File: config.mk
export PLATFORM = sky130hd
export DESIGN_NAME = substring_first_match_search_top
export DESIGN_NICKNAME = d
export VERILOG_FILES = /design/src/sv/sfms_pkg.sv /design/src/sv/sfms_cell.sv /design/src/sv/sfms_chain.sv /design/src/sv/substring_first_match_search_top.sv
export VERILOG_INCLUDE_DIRS = /design/src /design/src/sv
export SDC_FILE = /design/constraint.sdc
export NUM_CORES = 1
export LEC_CHECK = 0
export ABC_AREA = 0
export BUFFER_PORTS_ARGS = -buffer_cell sky130_fd_sc_hd__buf_2
export CAP_MARGIN = 10
export CORE_MARGIN = 4
export CORE_UTILIZATION = 30
export CTS_BUF_LIST = sky130_fd_sc_hd__clkbuf_16
export DETAILED_ROUTE_END_ITERATION = 7
export GPL_ROUTABILITY_DRIVEN = 0
export HOLD_SLACK_MARGIN = 0.06
export PLACE_DENSITY = 0.53
export SYNTH_ARGS = -nofsm -noshare
export SYNTH_HDL_FRONTEND = slang
export SYNTH_SLANG_ARGS = --single-unit
File: constraint.sdc
create_clock -name clk -period 3.6 [get_ports clk]
set_input_delay 1.08 -clock clk [delete_from_list [all_inputs] [get_ports clk]]
set_output_delay 1.08 -clock clk [all_outputs]
set_load 0.02 [all_outputs]
File: src/sv/substring_first_match_search_top_defines.svh
// assertion macros shared by the substring search block
`ifndef SUBSTRING_FIRST_MATCH_SEARCH_TOP_DEFINES_SVH
`define SUBSTRING_FIRST_MATCH_SEARCH_TOP_DEFINES_SVH

// property that must hold in every cycle outside reset
`define SFMS_CHECK(lbl, prop) \
	lbl: assert property (@(posedge clk) disable iff (!arst_n) prop) \
		else $error("sfms check failed");

// property whose consequence must hold in the cycle after its trigger
`define SFMS_CHECK_NEXT(lbl, ante, cons) \
	lbl: assert property (@(posedge clk) disable iff (!arst_n) (ante) |=> (cons)) \
		else $error("sfms sequence check failed");

`endif

File: src/sv/sfms_pkg.sv
// shared constants, request and status codes, and cell control type
package sfms_pkg;

	localparam int MAX_NEEDLE = 64;
	localparam int INDEX_BITS = 16;
	localparam int LEN_W      = $clog2(MAX_NEEDLE + 1);
	localparam int POS_W      = INDEX_BITS + 1;
	localparam int IDX_W      = 16;
	localparam int DIFF_W     = (POS_W > LEN_W) ?
		((POS_W > IDX_W) ? POS_W : IDX_W) :
		((LEN_W > IDX_W) ? LEN_W : IDX_W);

	typedef enum logic [1:0] {
		REQ_APPEND = 2'd0,
		REQ_HAY    = 2'd1,
		REQ_FINISH = 2'd2
	} req_t;

	typedef enum logic [1:0] {
		STAT_FOUND     = 2'd0,
		STAT_NOT_FOUND = 2'd1,
		STAT_EMPTY     = 2'd2,
		STAT_OVERFLOW  = 2'd3
	} status_t;

	typedef struct packed {
		logic       clear;
		logic       append;
		logic       shift;
		logic [7:0] ch;
	} cell_ctrl_t;

endpackage

File: src/sv/sfms_cell.sv
// one needle position: stored byte, length mark, partial match bit
module sfms_cell (
	input  logic                clk,
	input  logic                arst_n,
	input  sfms_pkg::cell_ctrl_t ctrl,
	input  logic                prev_pm,
	input  logic                prev_valid,
	input  logic                next_valid,
	output logic                pm,
	output logic                valid,
	output logic                hit
);
	import sfms_pkg::*;

	logic [7:0] byte_q;
	logic       valid_q;
	logic       pm_q;
	logic       hit_q;
	logic       pm_next;

	// partial match extends from the left neighbor when this byte matches
	assign pm_next = prev_pm & valid_q & (byte_q == ctrl.ch);

	// needle byte lands in the first free position
	always_ff @(posedge clk) begin
		if (ctrl.append && prev_valid && !valid_q) begin
			byte_q <= ctrl.ch;
		end
	end

	// length mark, partial match and end-of-needle hit
	always_ff @(posedge clk or negedge arst_n) begin
		if (!arst_n) begin
			valid_q <= 1'b0;
			pm_q    <= 1'b0;
			hit_q   <= 1'b0;
		end else if (ctrl.clear) begin
			valid_q <= 1'b0;
			pm_q    <= 1'b0;
			hit_q   <= 1'b0;
		end else begin
			if (ctrl.append) begin
				valid_q <= prev_valid;
			end
			if (ctrl.shift) begin
				pm_q  <= pm_next;
				hit_q <= pm_next & ~next_valid;
			end else begin
				hit_q <= 1'b0;
			end
		end
	end

	assign pm    = pm_q;
	assign valid = valid_q;
	assign hit   = hit_q;

endmodule

File: src/sv/sfms_chain.sv
// row of needle cells with partial match bits passed left to right
module sfms_chain (
	input  logic                              clk,
	input  logic                              arst_n,
	input  sfms_pkg::cell_ctrl_t              ctrl,
	output logic [sfms_pkg::MAX_NEEDLE-1:0]   valid_vec,
	output logic                              any_hit
);
	import sfms_pkg::*;

	logic [MAX_NEEDLE-1:0] pm_vec;
	logic [MAX_NEEDLE-1:0] hit_vec;
	logic [MAX_NEEDLE-1:0] pm_in;
	logic [MAX_NEEDLE-1:0] valid_in;
	logic [MAX_NEEDLE-1:0] valid_nxt;

	// neighbor links; the first cell always starts a match
	always_comb begin
		pm_in    = {pm_vec[MAX_NEEDLE-2:0], 1'b1};
		valid_in = {valid_vec[MAX_NEEDLE-2:0], 1'b1};
		valid_nxt = {1'b0, valid_vec[MAX_NEEDLE-1:1]};
	end

	for (genvar k = 0; k < MAX_NEEDLE; k++) begin : g_cell
		sfms_cell u_cell (
			.clk        (clk),
			.arst_n     (arst_n),
			.ctrl       (ctrl),
			.prev_pm    (pm_in[k]),
			.prev_valid (valid_in[k]),
			.next_valid (valid_nxt[k]),
			.pm         (pm_vec[k]),
			.valid      (valid_vec[k]),
			.hit        (hit_vec[k])
		);
	end

	// only the last needle cell can report a full match
	assign any_hit = |hit_vec;

endmodule

File: src/sv/substring_first_match_search_top.sv
// top level of the streamed first-occurrence substring search
// Usage:
//   Input channel (in_valid/in_ready) carries req_type and char_byte. Append
//   beats build the needle one byte at a time, haystack beats stream text one
//   byte per beat, a finish beat asks for the result and clears all state.
//   Output channel (out_valid/out_ready) carries status and match_index; one
//   beat per finish, in order.
// Timing:
//   A new beat can be taken every cycle while in_ready is high. A result
//   is registered and appears on the output in the cycle after its finish
//   beat. The cell row registers a full needle match in the cycle after the
//   completing haystack byte; a finish right behind that byte folds it in.
// Stall:
//   The result sits in an output register. in_ready drops only while that
//   register holds an untaken result and out_ready is low.
// Reset:
//   arst_n clears needle length, partial matches, position, match and
//   overflow flags and the output valid. Needle bytes need no clearing.
`include "substring_first_match_search_top_defines.svh"

module substring_first_match_search_top (
	input  logic                         clk,
	input  logic                         arst_n,
	input  logic                         in_valid,
	output logic                         in_ready,
	input  logic [1:0]                   req_type,
	input  logic [7:0]                   char_byte,
	output logic                         out_valid,
	input  logic                         out_ready,
	output logic [1:0]                   status,
	output logic [sfms_pkg::IDX_W-1:0]   match_index
);
	import sfms_pkg::*;

	logic                  fire;
	logic                  full;
	logic [MAX_NEEDLE-1:0] valid_vec;
	logic                  any_hit;
	cell_ctrl_t            ctrl;

	logic [LEN_W-1:0]      len_q;
	logic [POS_W-1:0]      pos_q;
	logic                  found_q;
	logic [IDX_W-1:0]      found_idx_q;
	logic                  ovf_q;
	logic                  out_valid_q;
	logic [1:0]            status_q;
	logic [IDX_W-1:0]      match_index_q;

	logic [DIFF_W-1:0]     diff;
	logic [IDX_W-1:0]      hit_idx;
	logic                  eff_found;
	logic [IDX_W-1:0]      eff_idx;
	status_t               res_status;
	logic [IDX_W-1:0]      res_idx;
	logic                  is_append;
	logic                  is_hay;
	logic                  is_finish;

	assign in_ready = !out_valid_q || out_ready;
	assign fire     = in_valid && in_ready;
	assign full     = valid_vec[MAX_NEEDLE-1];

	// request decode
	always_comb begin
		is_append = 1'b0;
		is_hay    = 1'b0;
		is_finish = 1'b0;
		unique case (req_type)
			REQ_APPEND: is_append = fire;
			REQ_HAY:    is_hay    = fire;
			REQ_FINISH: is_finish = fire;
			default:    ;
		endcase
	end

	// cell row control
	always_comb begin
		ctrl.clear  = is_finish;
		ctrl.append = is_append && (pos_q == '0) && !full;
		ctrl.shift  = is_hay && !pos_q[INDEX_BITS];
		ctrl.ch     = char_byte;
	end

	sfms_chain u_chain (
		.clk       (clk),
		.arst_n    (arst_n),
		.ctrl      (ctrl),
		.valid_vec (valid_vec),
		.any_hit   (any_hit)
	);

	// match start = position after the byte minus needle length
	assign diff    = DIFF_W'(pos_q) - DIFF_W'(len_q);
	assign hit_idx = diff[IDX_W-1:0];

	assign eff_found = found_q || any_hit;
	assign eff_idx   = found_q ? found_idx_q : hit_idx;

	// result priority: overflow, empty, found, not found
	always_comb begin
		res_idx = '0;
		priority if (ovf_q) begin
			res_status = STAT_OVERFLOW;
		end else if (len_q == '0 || pos_q == '0) begin
			res_status = STAT_EMPTY;
		end else if (eff_found) begin
			res_status = STAT_FOUND;
			res_idx    = eff_idx;
		end else begin
			res_status = STAT_NOT_FOUND;
		end
	end

	// search state
	always_ff @(posedge clk or negedge arst_n) begin
		if (!arst_n) begin
			len_q       <= '0;
			pos_q       <= '0;
			found_q     <= 1'b0;
			found_idx_q <= '0;
			ovf_q       <= 1'b0;
		end else if (is_finish) begin
			len_q       <= '0;
			pos_q       <= '0;
			found_q     <= 1'b0;
			found_idx_q <= '0;
			ovf_q       <= 1'b0;
		end else begin
			if (any_hit && !found_q) begin
				found_q     <= 1'b1;
				found_idx_q <= hit_idx;
			end
			if (is_append && pos_q == '0) begin
				if (full) begin
					ovf_q <= 1'b1;
				end else begin
					len_q <= len_q + 1'b1;
				end
			end
			if (is_hay) begin
				if (pos_q[INDEX_BITS]) begin
					ovf_q <= 1'b1;
				end else begin
					pos_q <= pos_q + 1'b1;
				end
			end
		end
	end

	// output beat control
	always_ff @(posedge clk or negedge arst_n) begin
		if (!arst_n) begin
			out_valid_q <= 1'b0;
		end else if (is_finish) begin
			out_valid_q <= 1'b1;
		end else if (out_ready) begin
			out_valid_q <= 1'b0;
		end
	end

	// output beat payload
	always_ff @(posedge clk) begin
		if (is_finish) begin
			status_q      <= res_status;
			match_index_q <= res_idx;
		end
	end

	assign out_valid   = out_valid_q;
	assign status      = status_q;
	assign match_index = match_index_q;

	// needle length marks are a contiguous run from the first cell
	`SFMS_CHECK(a_valid_thermo, ((valid_vec & (valid_vec + 1'b1)) == '0))
	`SFMS_CHECK(a_len_matches_cells, ($countones(valid_vec) == int'(len_q)))
	`SFMS_CHECK(a_hit_needs_needle, (any_hit |-> (len_q != '0 && pos_q != '0)))
	`SFMS_CHECK(a_found_needs_text, (found_q |-> (len_q != '0 && pos_q != '0)))
	`SFMS_CHECK_NEXT(a_finish_clears, is_finish, out_valid_q && !found_q && len_q == '0)

endmodule

==> run_results.csv <==
group,metric,value,unit
run_status,outcome,"completed",
global_routing,grt_overflow_total,0,
critical_path,r2r.worst_path.cells,7,
cells_and_area,fill_cells,10400,
critical_path,regToRegStartpoint,"pos_q[10]",
critical_path,critical_path_buf_inv_count,3,
critical_path,top_family_by_delay_on_critical_path,"buffers and inverters",
cells_and_area,synthToLayoutAreaGrowth,17.0,%
cells_and_area,multiInputGateArea,9910,sq um
routing,drtIter0Drc,1225,
critical_path,setup.worst_path.class,"in -> out",
synth,syn_area_per_cell,13.5,sq um
placed_design,buffer_ports.inserted,33,
synth,synth-edff-count,530,
synth,post_synth_top_flop,"edfxtp_1",
global_routing,grt_pass1_wl,114000,um
die,die_width,336,um
synth,synthDistinctLibCells,52,
critical_path,rr_endpoint,"u_chain.g_cell[54].u_cell.byte_q[2]",
global_routing,first_global_vias,19300,
power,ir_worst_vdd,0.365,mV
critical_path,critical_path.endpoint_type,"output port",
timing,hold_violations,0,
cells_and_area,design_area,37800,sq um
synth,post_synth_inst_count,2381,
timing,final_setup_viols,0,
critical_path,crit_start,"out_ready",
die,io_pins,34,
timing,timing_worst_slew_pin_value,1.15,ns
cells_and_area,antenna-diode-count,0,
cts,max-clock-path-buffers,3,
cells_and_area,final_cell_mix,"edfxtp_1 (530), xnor2_1 (495), nand2_1 (249), dfrtp_1 (234), nand3_1 (130)",
cells_and_area,layout.area.seq,21800,sq um
synth,synthArstFlopShare,30.6,%
placed_design,placement.cell_area,35200,sq um
critical_path,r2r_setup_slack,0.49,ns
cts,cts_post_setup_buffers_inserted,0,
routing,detail_route.first_pass.iterations,5,
global_routing,pin_count_of_the_biggest_net_entering_global_routing,93,
synth,mappedNetlistNets,2408,
critical_path,worst_path_most_repeated_cell,"buf_2",
placed_design,dp.final_hpwl,43400,um
cts,cts_inserted_buffers,82,
critical_path,destination_of_the_critical_timing_path,"in_ready",
cells_and_area,layout_commonest_cell,"edfxtp_1",
synth,synth_seq_cells,764,
routing,num_vias,18700,
critical_path,cp.required,2.52,ns
die,fp.coreArea,107000,sq um
cts,tritoncts_num_sinks,764,
global_routing,antenna_found_initial,1,
die,die-area,113000,sq um
routing,avgRoutedWirePerCell,17.9,um
routing,antenna_left,0,
cts,worst_skew_pair.late_latency,0.63,ns
global_routing,gr-usage-all-layers,12.7,%
timing,timing.fmax,296,MHz
routing,vias_per_cell,4.66,
timing,finalMaxSlewViolations,0,
power,power_per_cell_area,493,nW/um^2
synth,netlist_area_pre_place,32300,sq um
cts,cts_tree,"yes",
critical_path,crit_arrival,2.29,ns
timing,grt_setup_unrepaired,"no",
power,power,18600,uW
timing,max-slew-margin-rel,23.4,%
power,cellLeakagePower,0.0132,uW
routing,wl,71700,um
critical_path,depth_of_the_critical_timing_path_with_buffers_and_inverters_included,4,
cts,clkTransAtPathRegs,0.06,ns
timing,worst_clock_skew,0.0302,ns
cts,post_cts_repair_resize_count,0,
synth,ys.warnings.count,0,
critical_path,worstPathMaxFanout,5,
timing,tns,0,ns
cells_and_area,fraction_of_layout_cells_with_a_size_suffix_above_1,12.7,%
timing,fin_crit_sh,93.7,%
die,initial_utilization,30.2,%
routing,post-route-drc-count,0,
synth,yosysSeqAreaShare,67.5,%
cts,holdBufCountCts,0,
run,timing.max_cap.violations,0,
critical_path,cp-start-kind,"primary input",
die,core.rowCount,120,
critical_path,crit_chain,"buf_2 -> nor2b_1 -> inv_1 -> buf_2",
critical_path,slowest_stage_cell_crit_path,"nor2b_1",
timing,fin_crit,3.37,ns
critical_path,critical_path.max_stage_delay,0.51,ns
die,die_height,336,um
cts,cts_htree_levels,3,
hold_path,worst_hold_path_type,"reg -> reg",
cells_and_area,finish.net_count,2557,
cts,clock_tree.root_cell,"clkbuf_16",
[flip-flops by register name, indices dropped and copies added (netlist names)]
name,flops
u_chain.g_cell.u_cell.valid,64
status,2
u_chain.g_cell.u_cell.hit,64
found_idx_q,16
match_index,16
len_q,7
pos_q,17
u_chain.g_cell.u_cell.pm,63
u_chain.g_cell.u_cell.byte_q,512
ovf_q,1
out_valid,1
found_q,1
[power by group]
part	total, uW	switching [uW]	internal (uW)
logic	1220	763	453
clock network	7910	3410	4500
registers	9480	35.9	9440
[metal layers]
metal	GRT usage [%]	vias to the layer above	part of all wire (%)
li1	-	8776	-
met1	17.8	9470	48
met2	20.8	321	47
met3	2.08	104	3.5
met4	3.21	0	2.0
met5	0	-	0
[worst min-delay path by stage]
stage	start	end	slack, ns	cells past startpoint
2_1_floorplan	u_chain.g_cell[34].u_cell.pm	u_chain.g_cell[34].u_cell.pm	0.44	2
3_3_place_gp	u_chain.g_cell[3].u_cell.pm	u_chain.g_cell[3].u_cell.pm	0.46	2
3_5_place_dp	u_chain.g_cell[38].u_cell.pm	u_chain.g_cell[38].u_cell.pm	0.47	2
4_1_cts	u_chain.g_cell[38].u_cell.pm	u_chain.g_cell[38].u_cell.pm	0.48	2
5_1_grt	u_chain.g_cell[1].u_cell.pm	u_chain.g_cell[1].u_cell.pm	0.50	2
6_report	u_chain.g_cell[33].u_cell.pm	u_chain.g_cell[33].u_cell.pm	0.48	2
[through the flow]
step                util (%)  hold slack (ns)  std cells  setup WS [ns]
floorplan                  -            0.439       2381          0.499
global placement        32.9            0.461       3849          0.135
detailed placement      32.9            0.470       3849         0.0827
CTS                     35.3            0.484       4003          0.171
global route            35.3            0.500       4003          0.164
finish                  35.3            0.479       4003          0.227
[final cells by class]
cell class,count,share of cell area [%]
clock buffer,85,5.63
multi-input combinational,1481,26.2
clock inverter,69,1.10
inverter,18,0.179
tap,1403,4.65
sequential,764,57.7
timing repair buffer,183,4.54
[cells in the mapped netlist (all sizes together) (2+ instances only)]
library cell | count | area (sq um)
a211oi | 8 | 60.1
a41oi | 2 | 17.5
o21ai | 43 | 215
nand4 | 107 | 669
nor4 | 29 | 181
or3 | 2 | 17.5
xor2 | 42 | 368
o31a | 2 | 17.5
nor2 | 86 | 323
mux2i | 3 | 30.0
a21oi | 41 | 205
buf | 84 | 417
nand2b | 3 | 18.8
nand3b | 2 | 15.0
inv | 18 | 67.6
clkbuf | 34 | 128
a22o | 5 | 43.8
nor2b | 6 | 37.5
edfxtp | 530 | 15900
nor3b | 63 | 618
nor4b | 2 | 17.5
o2bb2ai | 12 | 105
nor3 | 74 | 375
nand3 | 131 | 656
xnor2 | 495 | 4340
o21bai | 3 | 22.5
dfrtp | 234 | 5860
ha | 12 | 150
a31oi | 4 | 25.0
and3 | 12 | 75.1
o21a | 3 | 22.5
or4 | 26 | 199
nand2 | 251 | 942
[tightest hold or removal path, delay by kind of cell (launching register included)]
family	cells	cell delay [ns]
AND/OR/NAND/NOR	2	0.10
flip-flops	1	0.34
[logic make-up after synthesis]
kind of cell | count (synthesis) | share of synthesized area, %
adders and majority gates | 13 | 0.527
AOI/OAI and AO/OA | 131 | 2.49
muxes | 3 | 0.0931
buffers and inverters | 136 | 1.90
DFF | 764 | 67.5
xor gates and xnor gates | 537 | 14.6
and+or+nand+nor | 797 | 12.9
Note: power is estimated with default switching activity, not from simulation.
